## config.mk

```make
export PLATFORM = sky130hd
export DESIGN_NAME = http_content_length_scanner_core
export DESIGN_NICKNAME = d
export VERILOG_FILES = /design/src/sv/hcl_pkg.sv /design/src/sv/http_content_length_scanner_core.sv
export SDC_FILE = /design/constraint.sdc
export NUM_CORES = 1
export LEC_CHECK = 0
export BUFFER_PORTS_ARGS = -buffer_cell sky130_fd_sc_hd__buf_2
export CORE_AREA = 8 8 126 175
export DETAILED_ROUTE_END_ITERATION = 6
export DIE_AREA = 0 0 134 183
export PLACE_DENSITY_LB_ADDON = 0.2
export SLEW_MARGIN = 20
export SYNTH_ARGS = -nofsm -noshare
export SYNTH_HDL_FRONTEND = slang
export SYNTH_SLANG_ARGS = --single-unit
```

## constraint.sdc

```tcl
create_clock -name clk -period 11.76 [get_ports clk]
set_clock_uncertainty 0.05 [all_clocks]
set_input_delay 0.588 -clock clk [delete_from_list [all_inputs] [get_ports clk]]
set_output_delay 0.588 -clock clk [all_outputs]
set_load 0.05 [all_outputs]
```

## src/sv/hcl_pkg.sv

```systemverilog
package hcl_pkg;

  // Key text length, "content-length:"
  localparam int unsigned KEY_LEN = 15;

  // Largest value that can still take one more decimal digit
  localparam logic [63:0] VALUE_LIMIT = (64'hFFFF_FFFF_FFFF_FFFF - 64'd9) / 64'd10;

  // ASCII codes used by the scanner
  localparam logic [7:0] CH_NL    = 8'h0A;
  localparam logic [7:0] CH_TAB   = 8'h09;
  localparam logic [7:0] CH_SPACE = 8'h20;
  localparam logic [7:0] CH_ZERO  = 8'h30;
  localparam logic [7:0] CH_NINE  = 8'h39;
  localparam logic [7:0] CH_UP_A  = 8'h41;
  localparam logic [7:0] CH_UP_Z  = 8'h5A;

  // Input beat: one header byte and its end mark
  typedef struct packed {
    logic [7:0] header_byte;
    logic       is_last;
  } in_t;

  // Result beat
  typedef struct packed {
    logic        found;
    logic [63:0] length_value;
  } out_t;

  // Lower-case key character at a given position
  function automatic logic [7:0] key_char(input logic [3:0] pos);
    logic [7:0] c;
    unique case (pos)
      4'd0:    c = "c";
      4'd1:    c = "o";
      4'd2:    c = "n";
      4'd3:    c = "t";
      4'd4:    c = "e";
      4'd5:    c = "n";
      4'd6:    c = "t";
      4'd7:    c = "-";
      4'd8:    c = "l";
      4'd9:    c = "e";
      4'd10:   c = "n";
      4'd11:   c = "g";
      4'd12:   c = "t";
      4'd13:   c = "h";
      4'd14:   c = ":";
      default: c = 8'h00;
    endcase
    return c;
  endfunction

endpackage

```

## src/sv/http_content_length_scanner_core.sv

```systemverilog
// Content-Length scanner: takes one header byte per beat and, on the beat
// marked is_last, returns one result beat holding found and the parsed
// decimal length (zero when not found). The key is matched case-insensitively
// at the start of the block or after a newline; the first occurrence decides.
// Throughput is one byte per clock unless stalled: each byte passes an input
// register, the scan state and the 64-bit accumulator (times ten plus digit)
// update from it, and the result is loaded into an output register as the
// last byte leaves the input register. Input is stalled only while a result
// waits in the output register and the next block's last byte is behind it.
module http_content_length_scanner_core (
  input  logic           clk,
  input  logic           rst_n,
  input  logic           in_valid,
  output logic           in_stall,
  input  hcl_pkg::in_t   in_data,
  output logic           out_valid,
  input  logic           out_stall,
  output hcl_pkg::out_t  out_data
);

  typedef enum logic [2:0] {
    PH_KEY,
    PH_SKIP,
    PH_BLANK,
    PH_DIGITS,
    PH_GOOD,
    PH_BAD
  } phase_t;

  localparam logic [3:0] KEY_LAST = 4'(hcl_pkg::KEY_LEN - 1);

  // Input register
  logic          s1_vld_r;
  hcl_pkg::in_t  s1_data_r;
  logic          s1_adv;

  // Scan state
  phase_t        phase_r, phase_nxt;
  logic [3:0]    key_pos_r, key_pos_nxt;
  logic [63:0]   acc_r, acc_nxt;

  // Output register
  logic          out_vld_r;
  hcl_pkg::out_t out_data_r, out_data_nxt;

  // Stage advance: only a last byte needs room in the output register
  assign s1_adv   = !s1_data_r.is_last || !out_vld_r || !out_stall;
  assign in_stall = s1_vld_r && !s1_adv;

  always_ff @(posedge clk) begin
    if (!rst_n) begin
      s1_vld_r <= 1'b0;
    end else if (!in_stall) begin
      s1_vld_r <= in_valid;
    end
  end

  always_ff @(posedge clk) begin
    if (!in_stall && in_valid) begin
      s1_data_r <= in_data;
    end
  end

  // Per-byte scan update
  logic [7:0]  b;
  logic [7:0]  lc;
  logic        is_dig;
  logic        over;
  logic [63:0] acc_x10;
  logic [63:0] dig_val;
  logic        ok;

  always_comb begin
    b       = s1_data_r.header_byte;
    lc      = (b >= hcl_pkg::CH_UP_A && b <= hcl_pkg::CH_UP_Z) ? b + 8'd32 : b;
    is_dig  = (b >= hcl_pkg::CH_ZERO) && (b <= hcl_pkg::CH_NINE);
    dig_val = {60'd0, 4'(b - hcl_pkg::CH_ZERO)};
    over    = acc_r > hcl_pkg::VALUE_LIMIT;
    acc_x10 = {acc_r[60:0], 3'b000} + {acc_r[62:0], 1'b0};

    phase_nxt   = phase_r;
    key_pos_nxt = key_pos_r;
    acc_nxt     = acc_r;

    unique case (phase_r)
      PH_KEY: begin
        if (lc == hcl_pkg::key_char(key_pos_r)) begin
          key_pos_nxt = key_pos_r + 4'd1;
          if (key_pos_r == KEY_LAST) begin
            phase_nxt = PH_BLANK;
          end
        end else begin
          key_pos_nxt = 4'd0;
          phase_nxt   = (b == hcl_pkg::CH_NL) ? PH_KEY : PH_SKIP;
        end
      end
      PH_SKIP: begin
        if (b == hcl_pkg::CH_NL) begin
          phase_nxt   = PH_KEY;
          key_pos_nxt = 4'd0;
        end
      end
      PH_BLANK: begin
        if (b == hcl_pkg::CH_SPACE || b == hcl_pkg::CH_TAB) begin
          phase_nxt = PH_BLANK;
        end else if (is_dig) begin
          // First digit: accumulator restarts at this digit
          phase_nxt = PH_DIGITS;
          acc_nxt   = dig_val;
        end else begin
          phase_nxt = PH_BAD;
        end
      end
      PH_DIGITS: begin
        if (!is_dig) begin
          phase_nxt = PH_GOOD;
        end else if (over) begin
          phase_nxt = PH_BAD;
        end else begin
          acc_nxt = acc_x10 + dig_val;
        end
      end
      default: begin
        // decided: ignore the rest of the block
      end
    endcase

    ok                        = (phase_nxt == PH_DIGITS) || (phase_nxt == PH_GOOD);
    out_data_nxt.found        = ok;
    out_data_nxt.length_value = ok ? acc_nxt : 64'd0;
  end

  // State register; a last byte returns the scanner to line start
  always_ff @(posedge clk) begin
    if (!rst_n) begin
      phase_r   <= PH_KEY;
      key_pos_r <= 4'd0;
      acc_r     <= 64'd0;
    end else if (s1_vld_r && s1_adv) begin
      if (s1_data_r.is_last) begin
        phase_r   <= PH_KEY;
        key_pos_r <= 4'd0;
        acc_r     <= 64'd0;
      end else begin
        phase_r   <= phase_nxt;
        key_pos_r <= key_pos_nxt;
        acc_r     <= acc_nxt;
      end
    end
  end

  // Output register
  logic res_load;
  assign res_load = s1_vld_r && s1_adv && s1_data_r.is_last;

  always_ff @(posedge clk) begin
    if (!rst_n) begin
      out_vld_r <= 1'b0;
    end else if (res_load) begin
      out_vld_r <= 1'b1;
    end else if (!out_stall) begin
      out_vld_r <= 1'b0;
    end
  end

  always_ff @(posedge clk) begin
    if (res_load) begin
      out_data_r <= out_data_nxt;
    end
  end

  assign out_valid = out_vld_r;
  assign out_data  = out_data_r;

  // Checks
  a_zero_when_not_found: assert property (@(posedge clk) disable iff (!rst_n)
    out_vld_r && !out_data_r.found |-> out_data_r.length_value == 64'd0)
    else $error("length_value not zero on a not-found result");

  a_restart_after_last: assert property (@(posedge clk) disable iff (!rst_n)
    res_load |=> phase_r == PH_KEY && key_pos_r == 4'd0 && acc_r == 64'd0)
    else $error("scanner not back at line start after last byte");

  a_stall_only_when_full: assert property (@(posedge clk) disable iff (!rst_n)
    in_stall |-> out_vld_r && out_stall)
    else $error("input stalled while output register could take a beat");

  a_key_pos_bound: assert property (@(posedge clk) disable iff (!rst_n)
    phase_r == PH_KEY |-> key_pos_r <= KEY_LAST)
    else $error("key position past end of key");

endmodule
```

# After elaboration in Yosys (flattened, before gate mapping)
# Memories as Yosys holds them, arrays and structs flattened. A register that Yosys moved wholly into a read port is not among the register bits.
# Cells that the tools add are included.
op_classes:
  n_addsub: 5
  n_lt_le_gt_ge: 5
  n_eq_ne: 12
  mux: 26
  n_reduce_logical: 18
ops:
  columns: ["cell", "n"]
  rows:
  - ["64-bit two-way mux", 5]
  - ["64-bit case mux with 2 select lines", 1]
  - ["64-bit by 4-bit adder with 64-bit output", 1]
  - ["64-bit adder", 1]
  - ["64-bit by 61-bit > comparator with 1-bit output (second input constant)", 1]
  - ["3-bit two-way mux", 8]
  - ["4-bit two-way mux", 5]
  - ["8-bit by 4-bit == test with 1-bit output (second input constant)", 2]
  - ["8-bit two-way mux", 2]
  - ["3-bit case mux with 4 select lines", 1]
  - ["3-bit by 2-bit == test with 1-bit output (second input constant)", 3]
  - ["8-bit by 6-bit adder with 8-bit output (second input constant)", 1]
  - ["8-bit by 6-bit == test with 1-bit output (second input constant)", 1]
  - ["8-bit == test", 1]
  - ["8-bit by 6-bit >= comparator with 1-bit output (second input constant)", 1]
  - ["8-bit by 7-bit >= comparator with 1-bit output (second input constant)", 1]
  - ["8-bit by 6-bit less-or-equal comparator with 1-bit output (second input constant)", 1]
  - ["8-bit by 7-bit less-or-equal comparator with 1-bit output (second input constant)", 1]
  - ["4-bit case mux with 2 select lines", 1]
  - ["1-bit logical AND", 6]
  - ["1-bit zero test", 5]
  - ["4-bit by 1-bit adder with 4-bit output (second input constant)", 1]
  - ["4-bit == test (second input constant)", 1]
  - ["1-bit logical OR", 4]
  - ["9 further kinds", 11]
word_totals:
  register_bits: 147
  mem_bits_ro: 112
  output_inout_bits: 67
  wordCells: 76
  memories: 1
mem_list:
  columns: ["name", "words", "width", "read_ports", "rd_clocked_by_memory_dff", "wr", "line", "rtl"]
  rows:
  - ["(no name shown)", 16, 7, 1, 1, 0, "hcl_pkg.sv:33", "unique case (pos)"]

# Logic depth before layout (Yosys ltp)
# Gate-level depths: netlist of run 1.
depth:
  depth_word: 9
  depth_mapped: 15
  ltp_nobuf: 14

# Worst setup path after synthesis of run 1
# No wires, ideal clock.
synth_timing:
  path_kind: "register to register"
  from: "reg s1_data_r, in the netlist b[3]"
  to: "reg out_data_r, in the netlist out_data[36], data pin"
  setup_ns: 0.257
  arrival_time_ns: 3.468
  setup_slack_ns: 7.985
  path_stages_with_launch: 16
  path_buffers: 1
  cell_sequence: "edfxtp_1 > buf_2 > inv_1 > fa_1 > inv_1 > fa_1 > a211oi_1 > o21ai_0 > o2111ai_1 > a211oi_1 > a211oi_1 > o21a_1 > o21ai_0 > xor2_1 > a22oi_1 > nor2_1"
synth_between:
  elab_chain_len: 8
  elab_cells_between_ends: 30
synth_lines:
  columns: ["element", "line", "rtl"]
  rows:
  - ["start: declaration", "http_content_length_scanner_core.sv:34", "hcl_pkg::in_t s1_data_r;"]
  - ["start signal: assignment", "http_content_length_scanner_core.sv:60", "s1_data_r <= in_data;"]
  - ["branches (longest 8 deep; another with 64-bit by 4-bit adder with 64-bit output)", null, null]
  - ["end signal: assignment", "http_content_length_scanner_core.sv:168", "out_data_r <= out_data_nxt;"]
  - ["end: declaration", "http_content_length_scanner_core.sv:44", "hcl_pkg::out_t out_data_r, out_data_nxt;"]
# Several ways; the timed one is not identified.
# A chain may end at the register's enable or synchronous reset.

# Worst setup path in the final report of run 1
# Same ends and word-level chain as after synthesis.

==> summary.txt, run 1 <==
Status
  • Status: finished clean

Floorplanning
  • Die area: 0.0245 mm2
  • Die height: 183 um
  • Starting Density: 0.570
  • Row count: 61
  • Core area: ~0.02 mm2
  • Die W: between 100 and 150 um
  • Ports: 80

Timing
  • Number of setup violations in the final report: 0
  • Final Hold Fails: 0
  • Fmax: 0.222 GHz
  • Worst slew pin tran: between 1000 and 1500 ps
  • Worst setup margin: 7250 ps
  • Total Neg Setup Slack: 0 ps
  • Period minus WS final: 4510 ps
  • Final worst-path cycle share: 0.383
  • Slew Viols, Final: 0
  • Rel. slew slack: 0.318
  • RSZ-0062 raised after global routing: no

Min path
  • HP Class: input pin to flip-flop
  • Hold EP: b[5]$_DFFE_PP_
  • Hold path cells: 1
  • Hold Crit Start: in_data[6]

CTS
  • Inserted Clock Buffers: 17
  • Cts hold-fix bufs: 0
  • Post-CTS Resized: 0
  • CTS sink count: around 150
  • # Post-CTS Setup Buffers: 0
  • CTS tree: built
  • Clock root cell: clkbuf_16
  • Clock-pin slew on the worst setup and hold paths: about 60 ps
  • Insertion delay to the later sink of the worst-skew pair: around 450 ps
  • H-tree level count: 4
  • Clock Path Buffers: 2

Drt
  • DR top layer: met4
  • 1st-iter DRT viols: between 600 and 700
  • WL/cell: roughly 20 um
  • Drt pass-1 iters: 5
  • Via-to-Cell Ratio: approximately 6.3
  • Via count: roughly 9800
  • WL met3: between 1500 and 2000 um
  • Routed wl met2: roughly 16000 um
  • Remaining DRCs: 0
  • Routed WL: slightly above 30000 um
  • Met1 wire length: 12100 um
  • Post-route antenna net violation count: 0

Critical path
  • Worst r2r path cells: 14
  • Crit path kind: flip-flop to flip-flop
  • RR Endpoint: out_data[36]$_SDFFCE_PN0P_
  • Worst setup EP type: flip-flop
  • Buf/Inv on CP: 2
  • Crit path DAT: 4630 ps
  • Crit path max-delay family: compound AO/OA/AOI/OAI gates
  • CP max stage cell: a211oi_1
  • Crit-path cells: inv_1, fa_1, inv_1, fa_1, a211oi_1, o21ai_0, o2111ai_1, a211oi_1, a211oi_1, o21a_1, o21ai_0, xor2_1, a22oi_1, nor2_1
  • CP max FO: 9
  • Crit start category: flip-flop
  • Most frequent CP cell: a211oi_1
  • Worst R2R Setup Slack: 7250 ps
  • CP Data Required Time: ~12000 ps
  • Delay of the slowest critical-path stage: about 700 ps
  • RR Startpoint: b[3]$_DFFE_PP_

Logic synthesis
  • Cell taking the most area after synthesis: edfxtp_1
  • Largest cells by area after synthesis: edfxtp_1 20%, ha_1 15%, dfxtp_1 14%, nand2_1 4.6%, a21oi_1 4.3%
  • Number of synthesized register bits: 154
  • Syn Inst Count: about 1200
  • Post-Syn Area: 0.0111 mm2
  • Distinct cells, synth: between 70 and 80
  • Main synth FF type: dfxtp_1
  • Most frequent cell after synthesis: nand2_1
  • Post-Synthesis Mean Instance Area: 9.00 um2
  • Yosys top cell area share: 0.200
  • Sequential area share after synthesis: 0.344
  • Commonest cells in the netlist: 137 x nand2_1, 131 x ha_1, 101 x nor2_1
  • Post-synth EDFFs: 74
  • Synthesized net count: roughly 1400
  • Synth warn: 0
  • Async SR Flop Fraction: 0

Layout
  • # diodes: 0
  • Fin util: 0.627
  • Layout cells sized above 1: 0.104
  • Layout Nets: 1428
  • Area grow syn2layout: 9.87%

Placed design
  • Final HPWL from detailed placement: approximately 23000 um
  • GPL Wtd Cong: between 0.9 and 1
  • Count of input and output buffers: about 80
  • Worst setup slack after placement: 7250 ps

Global route
  • Vias in the first global route: just under 10000
  • GRT Overall Usage: 0.254
  • First-pass GRT wire length: 49800 um
  • GRT overflow: 0
  • Initial antenna violation count: 0
  • Pin count of the biggest net entering global routing: 53

Power
  • Peak supply drop: 92.4 uV
  • Total chip power: approximately 1.2 mW
  • Power density cells: 94.6 mW/mm2
  • P_leak: approximately 5.3 nW

Job
  • Max Cap Violations: 0
-- logic make-up (layout without fill, tap and decap cells) --
logic type | count (synthesis) | after routing | share of synthesized area
AO/OA/AOI/OAI | 399 | 399 | 0.245
AND/OR/NAND/NOR | 390 | 390 | 0.167
flip-flops | 154 | 154 | 0.344
adder cells (fa/ha/maj) | 133 | 133 | 0.151
buffers and inverters | 83 | 145 | 0.0327
XOR/XNOR | 68 | 68 | 0.0536
multiplexers | 6 | 6 | 0.00586
-- cell usage in the layout, fill, tap and decap left out, types with 21 or more instances in the layout --
cell type  count
a21o_1        33
a21oi_1       95
a22o_1        32
a22oi_1       46
and2_1        21
buf_2         79
dfxtp_1       80
edfxtp_1      74
ha_1         131
inv_1         28
nand2_1      137
nor2_1       100
nor2b_1       21
o21ai_0       70
xnor2_1       42
xor2_1        26
-- how the worst max path moves through the flow --
stage,cells past startpoint,endpoint,startpoint
finish,14,out_data[36]$_SDFFCE_PN0P_,b[3]$_DFFE_PP_
global route,14,out_data[42]$_SDFFCE_PN0P_,b[3]$_DFFE_PP_
CTS,14,out_data[36]$_SDFFCE_PN0P_,b[3]$_DFFE_PP_
detailed placement,14,out_data[36]$_SDFFCE_PN0P_,b[3]$_DFFE_PP_
global placement,14,out_data[36]$_SDFFCE_PN0P_,b[3]$_DFFE_PP_
floorplan,15,out_data[36]$_SDFFCE_PN0P_,b[3]$_DFFE_PP_
-- cell type report --
class	count	area, um2
fill	1688	7260
clock buffer	20	457
clock inverter	12	121
tap	252	315
multi-input combinational	996	6940
timing repair buffer	84	433
sequential	154	3820
inverter	29	109
-- where the power goes --
part / switching [mW] / internal, mW
clock network: 0.223 / 0.322
logic: 0.0300 / 0.00942
registers: 0.00480 / 0.564
-- routing by layer --
metal  vias up  global-route usage
met4         0               0.135
met5         -                   0
li1       4726                   -
met3        82              0.0463
met2       312               0.464
met1      4668               0.272
-- worst register-to-register path, delay by kind of cell (launching register included) --
kind            cells  cell delay, ps
compound gates      8            2240
xor+xnor            1             170
flops               1             520
fa+ha+maj           2            1010
buf+inv             2             190
simple gates        1              60
-- per-stage QoR --
stage | hold slack [ps] | cell area [um2] | std cells
global placement | 443 | 11600 | 1515
finish | 270 | 12200 | 1547
detailed placement | 461 | 11600 | 1515
CTS | 258 | 12200 | 1547
global route | 261 | 12200 | 1547
floorplan | 427 | 11100 | 1233
-- sequential cells by signal (all words and copies together), names as in the netlist, named ones only --
register,flops
out_data,65
acc_r,64
b,8
key_pos_r,4
phase_r,3
out_valid,1
s1_data_r,1
s1_vld_r,1
Power figures use the tool's default switching activity.
==> inputs of run 2 (changes only) <==
- ABC_AREA: default -> 1
- CORE_AREA: 8 8 126 175 -> 8 8 141 196
- DIE_AREA: 0 0 134 183 -> 0 0 149 204
- clock period: 11.76 -> 4.2 ns (I/O delays scaled with it)
==> run 2 against run 1 <==
Against the previous run: die area grew 24%; setup slack worse by 6500 ps; global-route usage up 4.7 points; fmax up 32%; critical path depth increased by 4; non-clock buffer count is 15 higher; register-to-register slack got worse by 6500 ps; core utilization down 0.76 points.
==> summary.txt, run 2 <==
Logic synthesis
  • Synthesized net count: between 2000 and 2500
  • Post-Syn Area: around 0.014 mm2
  • Distinct cells, synth: 41
  • Largest cells by area after synthesis: nand2_1 25%, edfxtp_1 16%, ha_1 12%, dfxtp_1 11%, inv_1 10%
  • Adder and majority gate portion of the synthesized area: 0.120
  • Post-synth EDFFs: 74
  • Main synth FF type: dfxtp_1
  • Mux cell area share after synthesis: 0
  • Commonest cells in the netlist: 919 x nand2_1, 379 x inv_1, 193 x nor2_1
  • Sequential area share after synthesis: 0.272
  • Yosys top cell area share: 0.246
  • Cell taking the most area after synthesis: nand2_1
  • Post-synthesis compound-gate area fraction: 0.0732
  • Largest family of logic cells by synthesized area: simple AND/OR/NAND/NOR gates
  • Post-synthesis simple-gate area fraction: 0.404
  • Post-synthesis xor/xnor area fraction: 0.0118
  • Post-Synthesis Mean Instance Area: 6.09 um2
  • Syn Inst Count: approximately 2300
  • Number of synthesized register bits: roughly 150
  • Async SR Flop Fraction: 0
  • Synth warn: 0
  • Most frequent cell after synthesis: nand2_1

Global route
  • Vias in the first global route: 14200
  • GRT Overall Usage: 0.301
  • Initial antenna violation count: 0
  • Pin count of the biggest net entering global routing: 70
  • First-pass GRT wire length: between 70000 and 80000 um
  • GRT overflow: 0

Critical path
  • CP max FO: 5
  • Crit path DAT: ~3600 ps
  • Crit start category: flip-flop
  • Worst setup EP type: flip-flop
  • Crit path kind: flip-flop to flip-flop
  • CP Data Required Time: around 4300 ps

Drt
  • Routed WL: ~45000 um
  • Via count: 14400
  • Drt pass-1 iters: 5
  • WL/cell: 16.7 um
  • Via-to-Cell Ratio: 5.32
  • Post-route antenna net violation count: 0
  • Remaining DRCs: 0
  • 1st-iter DRT viols: between 900 and 1000

Layout
  • Max reg flops: 65
  • Layout cells sized above 1: 0.0802
  • Area grow syn2layout: 9.61%
  • Commonest non-fill, non-tap cells in the layout: 917 x nand2_1, 378 x inv_1, 192 x nor2_1
  • Most common cell after layout, fill and taps aside: nand2_1
  • # diodes: 0
  • Fillers: 2430
  • Layout Nets: 2527

Timing
  • Number of setup violations in the final report: 0
  • Slew Viols, Final: 0
  • Period minus WS final: 3420 ps
  • Worst slew pin tran: between 900 and 1000 ps
  • RSZ-0062 raised after global routing: no
  • Final worst-path cycle share: 0.814
  • Rel. slew slack: 0.378
  • Total Neg Setup Slack: 0 ps
  • Final Hold Fails: 0
  • WHS: approximately 46 ps
  • Fmax: 0.292 GHz

CTS
  • Clock root cell: clkbuf_16
  • Insertion delay to the later sink of the worst-skew pair: about 450 ps
  • Inserted Clock Buffers: 17
  • CTS sink count: about 150
  • Clock Path Buffers: 2
  • Clock-pin slew on the worst setup and hold paths: 70 ps
  • H-tree level count: 4
  • CTS tree: built

Floorplanning
  • Die W: roughly 150 um
  • Ports: 80
  • Die area: 0.0304 mm2
  • Starting Density: 0.565
  • Die height: between 200 and 250 um
  • Core area: 0.0249 mm2
  • Row count: 69

Min path
  • HP Class: input pin to flip-flop

Job
  • Max Cap Violations: 0

Placed design
  • Final HPWL from detailed placement: between 30000 and 40000 um
  • Count of input and output buffers: 79
  • GPL Wtd Cong: 0.977

Status
  • Status: finished clean

Power
  • Peak supply drop: around 290 uV
  • P_leak: between 8 and 9 nW
  • Power density cells: between 200 and 250 mW/mm2
[run 2: where the power goes]
group          total, mW  switching (mW)  internal [mW]
Sequential          1.59          0.0106           1.58
Clock               1.53           0.746          0.781
Combinational      0.141           0.110         0.0310
[run 2: through the flow]
| stage | setup WS, ps | instances | power [mW] | util | cell area [um2] |
|---|---|---|---|---|---|
| 3_3_place_gp | 917 | 2671 | 1.76 | 0.593 | 14700 |
| 5_1_grt | 552 | 2713 | 3.34 | 0.619 | 15400 |
| 2_1_floorplan | 1300 | 2306 | 1.71 | - | 14000 |
| 4_1_cts | 817 | 2713 | 3.27 | 0.619 | 15400 |
| 3_5_place_dp | 831 | 2671 | 1.76 | 0.593 | 14700 |
| 6_report | 780 | 2713 | 3.26 | 0.619 | 15400 |
[run 2: critical path, stage by stage, from the launching register on]
cell and delay (ps):
edfxtp_1 400, inv_1 120, fa_1 540, inv_1 70, fa_1 510, nand2_1 130, nand3_1 80, nand3_1 70
nand2_1 110, nand2_1 80, nand3_1 260, nand2_1 200, nand3_1 90, nand2_1 100, nand2_1 70, nand2_1 90
nand2_1 70, inv_1 60, nor2_1 40
[run 2: cell families after synthesis]
logic type      after synthesis
fa+ha+maj                   133
xor+xnor                     19
compound gates              195
flops                       154
buf+inv                     427
simple gates               1378
[run 2: per-layer routing]
metal  global-route usage  share of wire
met5                    0              0
met1                0.343           0.40
met2                0.537           0.50
met4                0.152          0.047
met3               0.0421          0.054
[run 2: timing repair]
| action | CTS | global route |
|---|---|---|
| buffers inserted | 0 | 0 |
| hold buffers | 10 | 0 |
| resized for setup | 0 | 0 |
| hold endpoints to repair | 10 | 0 |
[run 2: final cells by class]
| cell class | count | area, um2 | area share |
|---|---|---|---|
| clock buffers | 17 | 425 | 0.0276 |
| well taps | 319 | 399 | 0.0259 |
| inverters | 384 | 1440 | 0.0936 |
| flip-flops and latches | 154 | 3820 | 0.248 |
| repair buffers | 99 | 608 | 0.0395 |
| multi-input cells | 1725 | 8570 | 0.556 |
| clock inverters | 15 | 131 | 0.00853 |
[run 2: final timing paths]
check / start / slack, ps / end / cells after the start
max reg2reg: b[3]$_DFFE_PP_ / 780 / out_data[58]$_SDFFCE_PN0P_ / 18
min reg2reg: acc_r[0]$_SDFFE_PN0P_ / 450 / acc_r[0]$_SDFFE_PN0P_ / 2
max: b[3]$_DFFE_PP_ / 780 / out_data[58]$_SDFFCE_PN0P_ / 18
min: rst_n / 50 / out_valid$_SDFFE_PN0P_ / 3
==> inputs of run 3 (changes only) <==
- ABC_AREA: 1 -> 0
- CORE_AREA: 8 8 141 196 -> 8 8 129 178
- DIE_AREA: 0 0 149 204 -> 0 0 137 186
- clock period: 4.2 -> 2.8 ns (I/O delays scaled with it)
==> run 3 against run 2 <==
Against the previous run: the run now fails in global routing (5_1_grt); synthesized area decreased by 21%; synthesized cell count decreased by 47%.
==> summary.txt, run 3 <==
Status
  • Status: stopped before the end
  • Stopped at: global routing (5_1_grt)
  • Error: [ERROR GRT-0232] Routing congestion too high. Check the congestion heatmap in the GUI.

Logic synthesis
  • Cell taking the most area after synthesis: edfxtp_1
  • Synthesized net count: around 1400
  • Syn Inst Count: roughly 1200
  • Distinct cells, synth: 75
  • Most frequent cell after synthesis: nand2_1
  • Post-synth EDFFs: 74
  • Async SR Flop Fraction: 0
  • Synth warn: 0
  • Yosys top cell area share: 0.200
  • Largest cells by area after synthesis: edfxtp_1 20%, ha_1 15%, dfxtp_1 14%, nand2_1 4.6%, a21oi_1 4.3%
  • Commonest cells in the netlist: 137 x nand2_1, 131 x ha_1, 101 x nor2_1
  • Number of synthesized register bits: between 150 and 200
  • Sequential area share after synthesis: 0.344
  • Post-Syn Area: between 0.01 and 0.015 mm2
  • Main synth FF type: dfxtp_1
  • Post-Synthesis Mean Instance Area: between 9 and 10 um2

Floorplanning
  • Die height: roughly 190 um
  • Starting Density: 0.546
  • Die W: approximately 140 um
  • Row count: slightly above 60
  • Ports: 80

Global route
  • Pin count of the biggest net entering global routing: 35
  • GRT Overall Usage: 0.558
  • GRT overflow: 4

CTS
  • H-tree level count: 4
  • Inserted Clock Buffers: 17
  • Clock Path Buffers: 2
  • CTS sink count: 154
  • Clock root cell: clkbuf_16

Placed design
  • Area post-placement: between 0.01 and 0.015 mm2
  • Count of input and output buffers: 79
  • GPL Wtd Cong: 0.945
  • Final HPWL from detailed placement: between 20000 and 30000 um

Timing
  • GRT worst endpoint: out_data[59]$_SDFFCE_PN0P_/D
  • WEP type: register data pin
[run 3: cell types whose count changed after synthesis, moves of 22 or more]
cell     delta
a21o_1     +33
a21oi_1    -49
a22o_1     +32
a22oi_1    +46
inv_1     -350
nand2_1   -782
nand3_1   -120
nor2_1     -92
nor2_2     -32
o21ai_0    +36
or2_2      -22
xnor2_1    +37
[run 3: routing by layer]
layer	track usage	overflow
met1	0.561	0
met2	0.790	2
met3	0.326	0
met4	0.523	2
met5	0.0287	0
[run 3: repair_timing]
action | in CTS
cloned | 14
pin swaps | 114
resized for setup | 286
buffers inserted | 54
hold buffers | 11
endpoints found under the hold margin | 11
endpoints found under the setup margin | 140
[run 3: logic make-up after synthesis]
kind of cell,count (synthesis),share of synthesized area
adder cells (fa/ha/maj),133,0.151
XOR/XNOR,68,0.0536
flip-flops,154,0.344
buffers and inverters,83,0.0327
AO/OA/AOI/OAI,399,0.245
AND/OR/NAND/NOR,390,0.167
multiplexers,6,0.00586
[run 3: stage by stage]
| stage | util | instances | setup WS [ps] | hold WS [ps] | TNS, ps |
|---|---|---|---|---|---|
| after floorplan | - | 1233 | -603 | 189 | -18600 |
| after CTS | 0.862 | 1993 | -632 | 166 | -54320 |
| after global placement | 0.726 | 1888 | -719 | 267 | -56140 |
| after detailed placement | 0.726 | 1888 | -871 | 269 | -65970 |
==> inputs of run 4 (changes only) <==
- CORE_AREA: 8 8 129 178 -> 8 8 176 178
- DIE_AREA: 0 0 137 186 -> 0 0 184 186
- PLACE_DENSITY_LB_ADDON: 0.2 -> 0.15
- clock period: 2.8 -> 3.65 ns (I/O delays scaled with it)
==> run 4 against run 3 <==
Against the previous run: the run now ends clean.
==> summary.txt, run 4 (synthesized netlist as in run 1, its figures left out) <==
Power
  • NetSw: roughly 930 uW
  • Power density cells: ~280 mW/mm2
  • Combinational power share: 0.041
  • Sw frac: 0.248
  • Total chip power: 3.76 mW
  • P_leak: around 6 nW
  • Internal: roughly 2.8 mW
  • Clock power share: 0.473
  • Peak supply drop: just under 200 uV
  • Sequential share of power: 0.486

Layout
  • # diodes: 0
  • Fillers: around 2800
  • Commonest non-fill, non-tap cells in the layout: 137 x nand2_1, 127 x ha_1, 118 x buf_4
  • Layout Nets: approximately 1600
  • Most common cell after layout, fill and taps aside: nand2_1
  • Total area of sequential cells: ~0.0038 mm2
  • Area of the multi-input gates: ~0.0071 mm2
  • Max reg flops: 65
  • Area grow syn2layout: 23.1%
  • Layout cells sized above 1: 0.212

Timing
  • Rel. slew slack: 0.446
  • Slew Viols, Final: 0
  • Period minus WS final: approximately 3500 ps
  • Total Neg Setup Slack: 0 ps
  • Final worst-path cycle share: 0.959
  • Number of setup violations in the final report: 0
  • Worst slew pin tran: between 800 and 900 ps
  • Fmax: 0.286 GHz
  • Final Hold Fails: 0

Global route
  • GRT Overall Usage: 0.195
  • GRT overflow: 0
  • Initial antenna violation count: 0
  • First-pass GRT wire length: 52600 um
  • Vias in the first global route: slightly below 10000
  • Pin count of the biggest net entering global routing: 38

CTS
  • CTS tree: built
  • Clock Path Buffers: 2
  • H-tree level count: 4
  • Inserted Clock Buffers: 17
  • Clock root cell: clkbuf_16
  • Insertion delay to the later sink of the worst-skew pair: roughly 450 ps
  • Clock-pin slew on the worst setup and hold paths: 60 ps
  • CTS sink count: approximately 150

Critical path
  • CP max FO: 4
  • Worst r2r path cells: 15
  • RR Endpoint: out_data[56]$_SDFFCE_PN0P_
  • Crit path DAT: approximately 3700 ps
  • Critical Path Start: b[2]$_DFFE_PP_
  • RR Startpoint: b[2]$_DFFE_PP_
  • CP Data Required Time: between 3000 and 4000 ps
  • CP endpoint: out_data[56]$_SDFFCE_PN0P_
  • Worst R2R Setup Slack: between 100 and 150 ps
  • Worst setup EP type: flip-flop
  • Crit path kind: flip-flop to flip-flop
  • Crit start category: flip-flop

Floorplanning
  • Starting Density: 0.393
  • Die W: between 150 and 200 um
  • Ports: 80
  • Die area: between 0.03 and 0.04 mm2
  • Die height: 186 um
  • Core area: about 0.028 mm2
  • Row count: 62

Min path
  • HP Class: input pin to flip-flop
  • Hold Crit Start: rst_n

Placed design
  • GPL Wtd Cong: 0.885
  • Count of input and output buffers: roughly 80
  • Final HPWL from detailed placement: ~25000 um

Job
  • Max Cap Violations: 0

Drt
  • Remaining DRCs: 0
  • Via count: 10100
  • Drt pass-1 iters: 5
  • 1st-iter DRT viols: between 600 and 700
  • Routed WL: between 30000 and 40000 um
  • Via-to-Cell Ratio: around 5.6
  • WL/cell: ~19 um
  • Post-route antenna net violation count: 0

Status
  • Status: finished clean
[run 4: power groups by stage]
| stage | clock network, mW | registers [mW] | logic [mW] |
|---|---|---|---|
| global placement | 0 | 1.87 | 0.145 |
| finish | 1.78 | 1.83 | 0.155 |
| detailed placement | 0 | 1.87 | 0.147 |
| global route | 1.89 | 1.83 | 0.166 |
| CTS | 1.82 | 1.83 | 0.156 |
| floorplan | 0 | 1.89 | 0.0644 |
[run 4: repair_timing]
action                                  4_1_cts  5_1_grt
hold buffers                                 11        0
endpoints found under the hold margin        11        0
resized for setup                            11       52
setup buffers                                 0        7
cloned                                        0        0
endpoints found under the setup margin       24       55
pin swaps                                     5       30
[run 4: final cells by class]
class                           count  share of cell area
Timing Repair Buffer              215               0.111
Tap cell                          384              0.0351
Inverter                           29             0.00796
Multi-Input combinational cell    996               0.523
Clock buffer                       19              0.0348
Sequential cell                   154               0.281
Clock inverter                     13             0.00741
[run 4: worst min-delay path by stage]
stage	endpoint	slack, ps	cells past startpoint
final	phase_r[1]$_SDFFE_PN0P_	290	3
after global routing	s1_vld_r$_SDFFE_PN0N_	320	2
after CTS	phase_r[1]$_SDFFE_PN0P_	270	3
after detailed placement	b[5]$_DFFE_PP_	310	1
after global placement	b[1]$_DFFE_PP_	310	1
after floorplan	b[0]$_DFFE_PP_	230	0
[run 4: stage by stage]
step,setup WS (ps),instances,util,instance area [um2],hold slack (ps)
finish,149,1810,0.484,13700,286
global route,-20.2,1810,0.484,13700,321
CTS,2.22,1804,0.476,13400,268
detailed placement,-201,1761,0.450,12700,311
global placement,-117,1761,0.450,12700,310
floorplan,-9.98,1233,-,11100,231
[run 4: routing by layer]
layer / global-route usage / share of wire / vias to the layer above
li1: - / - / 4984
met1: 0.255 / 0.47 / 4816
met2: 0.322 / 0.46 / 249
met3: 0.0299 / 0.045 / 55
met4: 0.0710 / 0.025 / 0
met5: 0 / 0 / -
[run 4: critical path: stages (launching register included)]
cell and delay [ps]:
edfxtp_1 440, ha_1 310, ha_2 210, fa_2 400, a211oi_2 200, o21ai_1 110
o2111ai_1 200, buf_4 170, a21oi_1 80, o21ai_1 170, buf_4 140, a21oi_1 110
nor2_1 200, o21ai_1 110, xor2_1 160, a22o_1 180
